File: src/rtl/core/wsd_pkg.sv
`timescale 1ns / 1ps
// ----------------------------------------------------------------------------
// Work-stealing deque package
// Shared constants, beat types and ring position helpers for the deque.
// ----------------------------------------------------------------------------
package wsd_pkg;

    localparam int DEPTH       = 16;
    localparam int HANDLE_BITS = 32;

    // Ring slot index, position counter (modulo 2*DEPTH) and occupancy widths.
    localparam int SLOT_W = (DEPTH > 1) ? $clog2(DEPTH) : 1;
    localparam int POS_W  = $clog2(2 * DEPTH);
    localparam int OCC_W  = $clog2(DEPTH + 1);

    typedef enum logic [1:0] {
        OP_PUSH  = 2'd0,
        OP_TAKE  = 2'd1,
        OP_STEAL = 2'd2
    } t_op;

    typedef enum logic [1:0] {
        ST_OK    = 2'd0,
        ST_EMPTY = 2'd1,
        ST_FULL  = 2'd2
    } t_status;

    typedef struct packed {
        logic [1:0]             operation;
        logic [HANDLE_BITS-1:0] task_handle;
    } t_in_beat;

    typedef struct packed {
        logic [1:0]             status;
        logic [HANDLE_BITS-1:0] handle_out;
        logic [OCC_W-1:0]       occupancy;
    } t_out_beat;

    typedef logic [POS_W-1:0]  t_pos;
    typedef logic [SLOT_W-1:0] t_slot;

    function automatic t_pos pos_next(input t_pos p);
        pos_next = (p == POS_W'(2 * DEPTH - 1)) ? '0 : p + POS_W'(1);
    endfunction

    function automatic t_pos pos_prev(input t_pos p);
        pos_prev = (p == '0) ? POS_W'(2 * DEPTH - 1) : p - POS_W'(1);
    endfunction

    function automatic t_slot pos_slot(input t_pos p);
        logic [POS_W-1:0] s;
        s = (p >= POS_W'(DEPTH)) ? p - POS_W'(DEPTH) : p;
        pos_slot = s[SLOT_W-1:0];
    endfunction

    // Entries held between top and bottom, counted modulo 2*DEPTH.
    function automatic logic [OCC_W-1:0] held_count(input t_pos top, input t_pos bot);
        logic [POS_W:0] diff;
        diff = (bot >= top) ? {1'b0, bot} - {1'b0, top}
                            : {1'b0, bot} + (POS_W + 1)'(2 * DEPTH) - {1'b0, top};
        held_count = diff[OCC_W-1:0];
    endfunction

endpackage

File: src/rtl/core/wsd_slot_ram.sv
`timescale 1ns / 1ps
// ----------------------------------------------------------------------------
// Deque slot memory
// Simple dual-port synchronous RAM holding the task handles, with a registered read.
// ----------------------------------------------------------------------------
module wsd_slot_ram
    import wsd_pkg::*;
(
    input  logic                   i_clk,
    input  logic                   i_we,
    input  t_slot                  i_waddr,
    input  logic [HANDLE_BITS-1:0] i_wdata,
    input  logic                   i_re,
    input  t_slot                  i_raddr,
    output logic [HANDLE_BITS-1:0] o_rdata
);

    logic [HANDLE_BITS-1:0] r_mem [DEPTH];
    logic [HANDLE_BITS-1:0] r_rdata;

    always_ff @(posedge i_clk) begin
        if (i_we) begin
            r_mem[i_waddr] <= i_wdata;
        end
    end

    always_ff @(posedge i_clk) begin
        if (i_re) begin
            r_rdata <= r_mem[i_raddr];
        end
    end

    assign o_rdata = r_rdata;

endmodule

File: src/rtl/core/work_stealing_deque.sv
`timescale 1ns / 1ps
// ----------------------------------------------------------------------------
// Work-stealing deque
// A result beat passes through the pending stage and then the output
// register after its input beat is accepted. Every operation code takes
// the pending stage: an accepted beat waits there while the slot RAM read
// completes, and the input stalls until it has left, so a new operation
// is not taken before the last one has moved on.
// Reset clears the top and bottom positions, so the deque starts empty; the
// slot RAM itself is not cleared and needs no clearing pass. The input stalls
// while reset is held.
// ----------------------------------------------------------------------------
module work_stealing_deque
    import wsd_pkg::*;
(
    input  logic      i_clk,
    input  logic      i_rst_n,
    input  logic      i_in_valid,
    output logic      o_in_stall,
    input  t_in_beat  i_in_beat,
    output logic      o_out_valid,
    input  logic      i_out_stall,
    output t_out_beat o_out_beat
);

    // Ring positions. Both count modulo 2*DEPTH, so a full ring and an empty
    // ring are told apart without a separate flag.
    t_pos r_top, n_top;
    t_pos r_bot, n_bot;

    // Pending stage: the operation has updated the positions and, for a take
    // or steal, launched its RAM read; the result is formed in the next cycle.
    logic             r_pend;
    logic [1:0]       r_pend_status, n_pend_status;
    logic             r_pend_rd, n_pend_rd;
    logic [OCC_W-1:0] r_pend_occ, n_pend_occ;

    // Output register, which holds a finished beat while the consumer stalls.
    logic      r_out_valid;
    t_out_beat r_out_beat;

    logic                   accept;
    logic [OCC_W-1:0]       held;
    logic                   ram_we;
    logic                   ram_re;
    t_slot                  ram_waddr;
    t_slot                  ram_raddr;
    logic [HANDLE_BITS-1:0] ram_rdata;

    // A new beat is taken only out of reset, when nothing is in flight and the
    // output register is free or is being emptied at this same edge.
    assign o_in_stall = !i_rst_n || r_pend || (r_out_valid && i_out_stall);
    assign accept     = i_in_valid && !o_in_stall;
    assign held       = held_count(r_top, r_bot);

    // Decode the operation against the current occupancy.
    always_comb begin
        n_top         = r_top;
        n_bot         = r_bot;
        n_pend_status = ST_EMPTY;
        n_pend_rd     = 1'b0;
        n_pend_occ    = held;
        ram_we        = 1'b0;
        ram_re        = 1'b0;
        ram_waddr     = pos_slot(r_bot);
        ram_raddr     = pos_slot(r_top);
        case (t_op'(i_in_beat.operation))
            OP_PUSH: begin
                if (held == OCC_W'(DEPTH)) begin
                    n_pend_status = ST_FULL;
                end else begin
                    ram_we        = accept;
                    n_bot         = pos_next(r_bot);
                    n_pend_status = ST_OK;
                    n_pend_occ    = held + OCC_W'(1);
                end
            end
            OP_TAKE: begin
                if (held != '0) begin
                    n_bot         = pos_prev(r_bot);
                    ram_raddr     = pos_slot(pos_prev(r_bot));
                    ram_re        = accept;
                    n_pend_rd     = 1'b1;
                    n_pend_status = ST_OK;
                    n_pend_occ    = held - OCC_W'(1);
                end
            end
            OP_STEAL: begin
                if (held != '0) begin
                    n_top         = pos_next(r_top);
                    ram_re        = accept;
                    n_pend_rd     = 1'b1;
                    n_pend_status = ST_OK;
                    n_pend_occ    = held - OCC_W'(1);
                end
            end
            default: begin
                // The unused code changes nothing and reports empty.
                n_pend_status = ST_EMPTY;
            end
        endcase
    end

    wsd_slot_ram u_slot_ram (
        .i_clk   (i_clk),
        .i_we    (ram_we),
        .i_waddr (ram_waddr),
        .i_wdata (i_in_beat.task_handle),
        .i_re    (ram_re),
        .i_raddr (ram_raddr),
        .o_rdata (ram_rdata)
    );

    always_ff @(posedge i_clk) begin
        if (!i_rst_n) begin
            r_top  <= '0;
            r_bot  <= '0;
            r_pend <= 1'b0;
        end else begin
            r_pend <= accept;
            if (accept) begin
                r_top <= n_top;
                r_bot <= n_bot;
            end
        end
    end

    always_ff @(posedge i_clk) begin
        if (accept) begin
            r_pend_status <= n_pend_status;
            r_pend_rd     <= n_pend_rd;
            r_pend_occ    <= n_pend_occ;
        end
    end

    // The output register is always free when a pending result lands, since
    // acceptance waited for it to drain.
    always_ff @(posedge i_clk) begin
        if (!i_rst_n) begin
            r_out_valid <= 1'b0;
        end else if (r_pend) begin
            r_out_valid <= 1'b1;
        end else if (!i_out_stall) begin
            r_out_valid <= 1'b0;
        end
    end

    always_ff @(posedge i_clk) begin
        if (r_pend) begin
            r_out_beat.status     <= r_pend_status;
            r_out_beat.handle_out <= r_pend_rd ? ram_rdata : '0;
            r_out_beat.occupancy  <= r_pend_occ;
        end
    end

    assign o_out_valid = r_out_valid;
    assign o_out_beat  = r_out_beat;

endmodule
File: config.mk
export PLATFORM = sky130hd
export DESIGN_NAME = work_stealing_deque
export DESIGN_NICKNAME = d
export VERILOG_FILES = /design/src/rtl/core/wsd_pkg.sv /design/src/rtl/core/wsd_slot_ram.sv /design/src/rtl/core/work_stealing_deque.sv
export SDC_FILE = /design/constraint.sdc
export NUM_CORES = 1
export LEC_CHECK = 0
export CORE_MARGIN = 4
export CORE_UTILIZATION = 55
export CTS_CLUSTER_DIAMETER = 100
export CTS_CLUSTER_SIZE = 12
export DETAILED_ROUTE_END_ITERATION = 8
export DONT_BUFFER_PORTS = 1
export PLACE_DENSITY = 0.74
export SLEW_MARGIN = 40
export SYNTH_ARGS = -nofsm -noshare
export SYNTH_HDL_FRONTEND = slang
export SYNTH_SLANG_ARGS = --single-unit
File: constraint.sdc
create_clock -name i_clk -period 6.65 [get_ports i_clk]
set_input_delay 0.9975 -clock i_clk [delete_from_list [all_inputs] [get_ports i_clk]]
set_output_delay 0.9975 -clock i_clk [all_outputs]
set_load 0.005 [all_outputs]
# Word level (Yosys, flattened, before mapping)
# Memories as Yosys holds them, arrays and structs flattened. A register that Yosys moved wholly into a read port is not among the register bits.
# Cells that the tools add are included.
# Widths: inputs -> output; s select.
[op_classes]
magnitude_cmp = 4
mux = 27
eq_ne = 8
add_sub_neg = 11
reduce_logical = 13
[op_table]
columns = ["op", "count"]
rows = [
  ["$mux 5", 8],
  ["$add 5x1->5 const B", 4],
  ["$mux 4", 5],
  ["$pmux 5 s2", 2],
  ["$eq 5x5->1 const B", 3],
  ["$ge 5x5->1 const B", 3],
  ["$sub 4x1->4 const B", 3],
  ["$mux 1", 10],
  ["$sub 5x1->5 const B", 2],
  ["$sub 5x5->5", 2],
  ["$ge 5x5->1", 1],
  ["$logic_not 5->1", 1],
  ["$reduce_bool 5->1", 1],
  ["$ne 2x2->1 const B", 2],
  ["$pmux 2 s2", 1],
  ["$reduce_and 4->1", 1],
  ["$reduce_and 3->1", 1],
  ["$eq 2x1->1 const B", 1],
  ["$eq 2x2->1 const B", 1],
  ["$logic_and 1x1->1", 2],
  ["$logic_not 1->1", 2],
  ["$logic_not 2->1", 1],
  ["$logic_or 1x1->1", 2],
  ["$mux 2", 1],
  ["3 further kinds", 3],
]
[totals]
out_inout_bits = 41
mem_count = 1
input_bits = 38
wordCells = 74
ramBits = 512
ff_bits = 59
[mem_list]
columns = ["memory", "depth", "word_bits", "rd", "rd_clocked_by_memory_dff", "wr", "line", "rtl"]
rows = [
  ["u_slot_ram.r_mem", 16, 32, 1, 1, 1, "wsd_slot_ram.sv:18", "logic [HANDLE_BITS-1:0] r_mem [DEPTH];"],
]

# Depth between registers and ports, before layout
[depth]
ltp_word = 9
depth_mapped = 16
depth_no_buf = 14

# Modules after synthesis
# Synthesis repeated with hierarchy kept, for this count alone.
[unflattened]
cells_unflattened = 1117
hier_area_um2 = 23291.1
[modules_own_cells]
columns = ["module", "seq_area_each_um2", "area_each_um2", "cells_per_inst", "instances"]
rows = [
  ["wsd_slot_ram", 16335.7, 20155.6, 838, 1],
  ["work_stealing_deque", 1651.6, 3135.5, 279, 1],
]

# Worst setup path before layout
# Ideal clock, no wire load.
[synth_timing]
path_kind = "register -> register"
startpoint = "reg r_bot[0]"
endpoint = "reg u_slot_ram.r_rdata[0] (netlist: u_slot_ram.o_rdata[0]), read port of u_slot_ram.r_mem (enable)"
arrival_ns = 4.479
path_slack_ns = 1.710
setup_time_ns = 0.461
n_path_buf = 0
required_time_ns = 6.189
path_stages_with_launch = 12
period_less_slack_ns = 4.940
path_cell_list = "dfxtp_1 -> inv_1 -> ha_1 -> inv_1 -> fa_1 -> inv_1 -> ha_1 -> nor2b_1 -> and4b_1 -> nor2_4 -> nor2_1 -> nor3_1"
[synth_between]
elab_chain_cells = 6
elab_cells_between_ends = 16
classes_between = "add/sub: 5; order compare: 2; mux: 7; reduce/logical: 2"
[synth_rtl]
columns = ["element", "line", "rtl"]
rows = [
  ["from (decl)", "work_stealing_deque.sv:29", "t_pos r_bot, n_bot;"],
  ["from (signal assigned)", "work_stealing_deque.sv:123", "r_bot <= n_bot;"],
  ["$add 5x1->5", "wsd_pkg.sv:60", ": {1'b0, bot} + (POS_W + 1)'(2 * DEPTH) - {1'b0, top};"],
  ["$sub 5x5->5", "wsd_pkg.sv:60", ""],
  ["$mux 5 *", "wsd_pkg.sv:59", "diff = (bot >= top) ? {1'b0, bot} - {1'b0, top}"],
  ["$reduce_bool 5->1 *", "work_stealing_deque.sv:79, work_stealing_deque.sv:89", ""],
  ["$mux 1 *", "work_stealing_deque.sv:79, work_stealing_deque.sv:89", ""],
  ["$mux 1 *", "-", ""],
  ["net ram_re", "work_stealing_deque.sv:45", "logic ram_re;"],
  ["to (decl)", "wsd_slot_ram.sv:19", "logic [HANDLE_BITS-1:0] r_rdata;"],
]
# The timed path passes the listed nets; every way through them passes the cells marked *.
# A chain may end at the register's enable or synchronous reset.

# Worst setup path after layout
[layout_timing]
startpoint = "reg r_top[1]"
endpoint = "reg u_slot_ram.r_rdata[29] (netlist: u_slot_ram.o_rdata[29]), read port of u_slot_ram.r_mem, data pin"
[layout_between]
elab_chain_cells = 5
elab_cells_between_ends = 12
classes_between = "add/sub: 3; order compare: 2; mux: 6; reduce/logical: 1"
[layout_rtl]
columns = ["element", "line", "rtl"]
rows = [
  ["from (decl)", "work_stealing_deque.sv:28", "t_pos r_top, n_top;"],
  ["from (signal assigned)", "work_stealing_deque.sv:122", "r_top <= n_top;"],
  ["$sub 5x5->5 (tied with other cells)", "wsd_pkg.sv:60", ""],
  ["$mux 5", "wsd_pkg.sv:59", ""],
  ["$reduce_bool 5->1", "work_stealing_deque.sv:79, work_stealing_deque.sv:89", ""],
  ["$mux 4 / $mux 1 (equally long branches)", "work_stealing_deque.sv:79, work_stealing_deque.sv:89", ""],
  ["$mux 4 / $mux 1 (equally long branches)", "-", ""],
]
# Parallel ways exist; a longest one is shown, timed or not.

==> flow_metrics.py <==
metrics = {
    "min_path": {
        "min-delay-start": "r_pend_occ[0]",
        "hold_class": "flip-flop to flip-flop",
        "holdPathEnd": "o_out_beat[0]",
        "holdPathStages": 0,
    },
    "floorplan": {
        "dieArea_um2": 46000,
        "die_w_um": 214,
        "ioPinCount": 79,
        "row_count": 75,
        "core_um2": 42000,
        "die_y_um": 214,
        "start_util_pct": 55.7,
    },
    "sta": {
        "min_period_over_period_pct": 84.7,
        "whs_ns": 0.421,
        "setup_viol": 0,
        "postLayoutSetupSlackWorst_ns": 1.02,
        "tns_ns": 0,
        "fin_crit_ns": 5.63,
        "fin_skew_ns": 0.0189,
        "relSlewSlack_pct": 41.1,
        "max_freq_mhz": 178,
        "worst_slew_pin_slew_ns": 0.880,
        "slew_violations": 0,
        "hold_viol_final": 0,
        "rsz0062_at_grt": "no",
    },
    "yosys": {
        "syn_area_um2": 23400,
        "synth_edf_count": 591,
        "synth_top_area_share_pct": 75.8,
        "yosysSeqAreaShare_pct": 76.8,
        "async_flop_share_pct": 0,
        "synth_cell_types": 48,
        "ys_top_cells_by_area": "edfxtp_1 (76%), mux2i_1 (11%), o22ai_1 (3.5%), buf_2 (1.0%), dfxtp_1 (1.0%)",
        "synth_flop_cell": "edfxtp_1",
        "synth_seq_cells": 603,
        "postSynthAreaPerCell_um2": 17.8,
        "syn_inst": 1317,
        "syn_nets": 1374,
        "ys.warnings.count": 0,
        "synth_largest_area_cell": "edfxtp_1",
    },
    "drt": {
        "num_vias": 12028,
        "detail-route-antenna-nets": 0,
        "first_iter_violations": 1035,
        "drc": 0,
        "drtPass1Iterations": 5,
        "post_drt_wl_per_cell_um": 26.7,
        "routed_wl_um": 50900,
        "routed_via_density": 6.31,
    },
    "clock_network": {
        "cts_buffers": 56,
        "root_buffer": "clkbuf_16",
        "clock-sinks": 603,
        "cts_tree": "yes",
        "cts_post_setup_buffers_inserted": 0,
        "ctsResizeCount": 0,
        "cts_hold_buf": 0,
        "clk_latency_ns": 0.61,
        "cts_buffer_depth": 3,
        "htreeDepth": 2,
        "clk_pin_slew_ns": 0.06,
    },
    "final_layout": {
        "final_cell_mix": "edfxtp_1 (591), mux2i_1 (260), o22ai_1 (130)",
        "final_common_cell": "edfxtp_1",
        "fin_area_um2": 26000,
        "layout.nets": 1413,
        "area_growth_pct": 11.0,
        "diodes": 0,
        "drive_above_1_share_pct": 10.1,
    },
    "power_and_ir_drop": {
        "ir_drop_mv": 0.180,
        "p_int_mw": 5.94,
        "p_seq_share_pct": 56.5,
        "powerDensity_nw_per_um2": 288,
        "swShare_pct": 20.6,
        "leakage_nw": 9.83,
        "clkPwrFrac_pct": 37.3,
        "power.switching_mw": 1.54,
        "finalPower_mw": 7.48,
        "p_comb_share_pct": 6.2,
    },
    "global_routing": {
        "track_usage_pct": 22.0,
        "grt_pass1_wl_um": 76500,
        "grt_antenna_before_repair": 0,
        "grt.overflow.total": 0,
        "grt_pass1_vias": 12217,
        "grt_max_degree": 56,
    },
    "worst_setup_path": {
        "critPathLaunchType": "flip-flop",
        "crit_path_end_kind": "flip-flop",
        "r2r-start": "r_top[1]",
        "r2r-end": "u_slot_ram.o_rdata[29]",
        "cp_data_required_time_ns": 6.99,
        "cp.arrival_ns": 5.98,
        "crit_type": "flip-flop to flip-flop",
        "rr_worst_depth": 13,
        "rrSetupSlack_ns": 1.02,
        "cp_max_fo": 30,
    },
    "place": {
        "post-place-ws_ns": 1.03,
        "hpwlAfterDp_um": 28100,
        "port_buffers": 0,
        "gp_congestion": 0.816,
        "placed_area_um2": 24500,
    },
    "job": {
        "cap_violations": 0,
    },
    "outcome": {
        "outcome": "completed",
    },
}
-- registers in the layout (all words and copies together), names as in the netlist --
name / count
u_slot_ram.r_mem: 512
o_out_beat: 39
u_slot_ram.o_rdata: 32
r_bot: 5
r_pend_occ: 5
r_top: 5
r_pend_status: 2
o_out_valid: 1
r_pend: 1
r_pend_rd: 1
-- stage by stage --
stage          util (%)  cells
2_1_floorplan         -   1317
3_3_place_gp       58.1   1833
3_5_place_dp       58.2   1835
4_1_cts            61.8   1903
5_1_grt            61.9   1905
6_report           61.9   1905
-- worst max-delay path by stage --
stage,from,to,slack [ns],cells after the start
floorplan,r_bot[0],u_slot_ram.o_rdata[0],1.71,11
global placement,r_top[1],u_slot_ram.o_rdata[29],1.24,13
detailed placement,r_top[1],u_slot_ram.o_rdata[29],1.03,13
CTS,r_top[1],u_slot_ram.o_rdata[29],1.02,13
global route,r_top[1],u_slot_ram.o_rdata[25],0.71,13
finish,r_top[1],u_slot_ram.o_rdata[29],1.02,13
-- cells in the mapped netlist (all sizes together), types with 2 or more instances --
library cell and number:
a211oi 3, a21boi 2, a21oi 14, a22oi 2, a41oi 8, and2 33, and3 5, buf 49
clkbuf 15, dfxtp 12, edfxtp 591, ha 18, inv 16, mux2i 261, nand2 22, nand2b 3
nand3 5, nor2 35, nor2b 6, nor3 10, nor4 5, o211a 3, o21ai 10, o221ai 2
o22a 2, o22ai 130, o31ai 3, or2 2, or4 32, xnor2 2, xor2 5
-- final cells by class --
| cell class | instances | area [um^2] |
|---|---|---|
| clock buffers | 66 | 1460 |
| clock inverters | 2 | 31.3 |
| fillers | 2905 | 16000 |
| inverters | 16 | 60.1 |
| multi-input cells | 634 | 5340 |
| flip-flops and latches | 603 | 18000 |
| well taps | 539 | 674 |
| repair buffers | 45 | 455 |
-- cell families after synthesis --
family	share of synthesized area (%)
xor gates and xnor gates	0.294
DFF	76.8
muxes	11.2
buffers and inverters	1.54
adders and majority gates	1.05
and+or+nand+nor	3.85
AOI/OAI and AO/OA	5.29
-- critical path, stage by stage (launching register included) --
cell and delay [ns]:
dfxtp_1 0.62, inv_1 0.35, fa_1 0.68, inv_1 0.10
ha_1 0.21, nor2b_1 0.14, and4b_1 0.30, nor2_4 0.10
o21ai_4 0.66, mux2i_4 0.73, buf_4 0.56, mux2i_1 0.28
o22ai_1 0.10, or4_1 0.53
-- power groups by stage --
stage          clock network [mW]  registers (mW)  logic [mW]
2_1_floorplan                   0            4.31       0.355
3_3_place_gp                    0            4.31       0.450
3_5_place_dp                    0            4.31       0.463
4_1_cts                      2.85            4.23       0.465
5_1_grt                      3.00            4.23       0.500
6_report                     2.79            4.23       0.464
-- routing by layer --
metal,part of all wire (%),track usage (%)
met3,7.3,4.79
met5,0,0
met2,50,36.8
met4,2.9,8.32
met1,40,28.8
(Power assumes the default switching activity.)
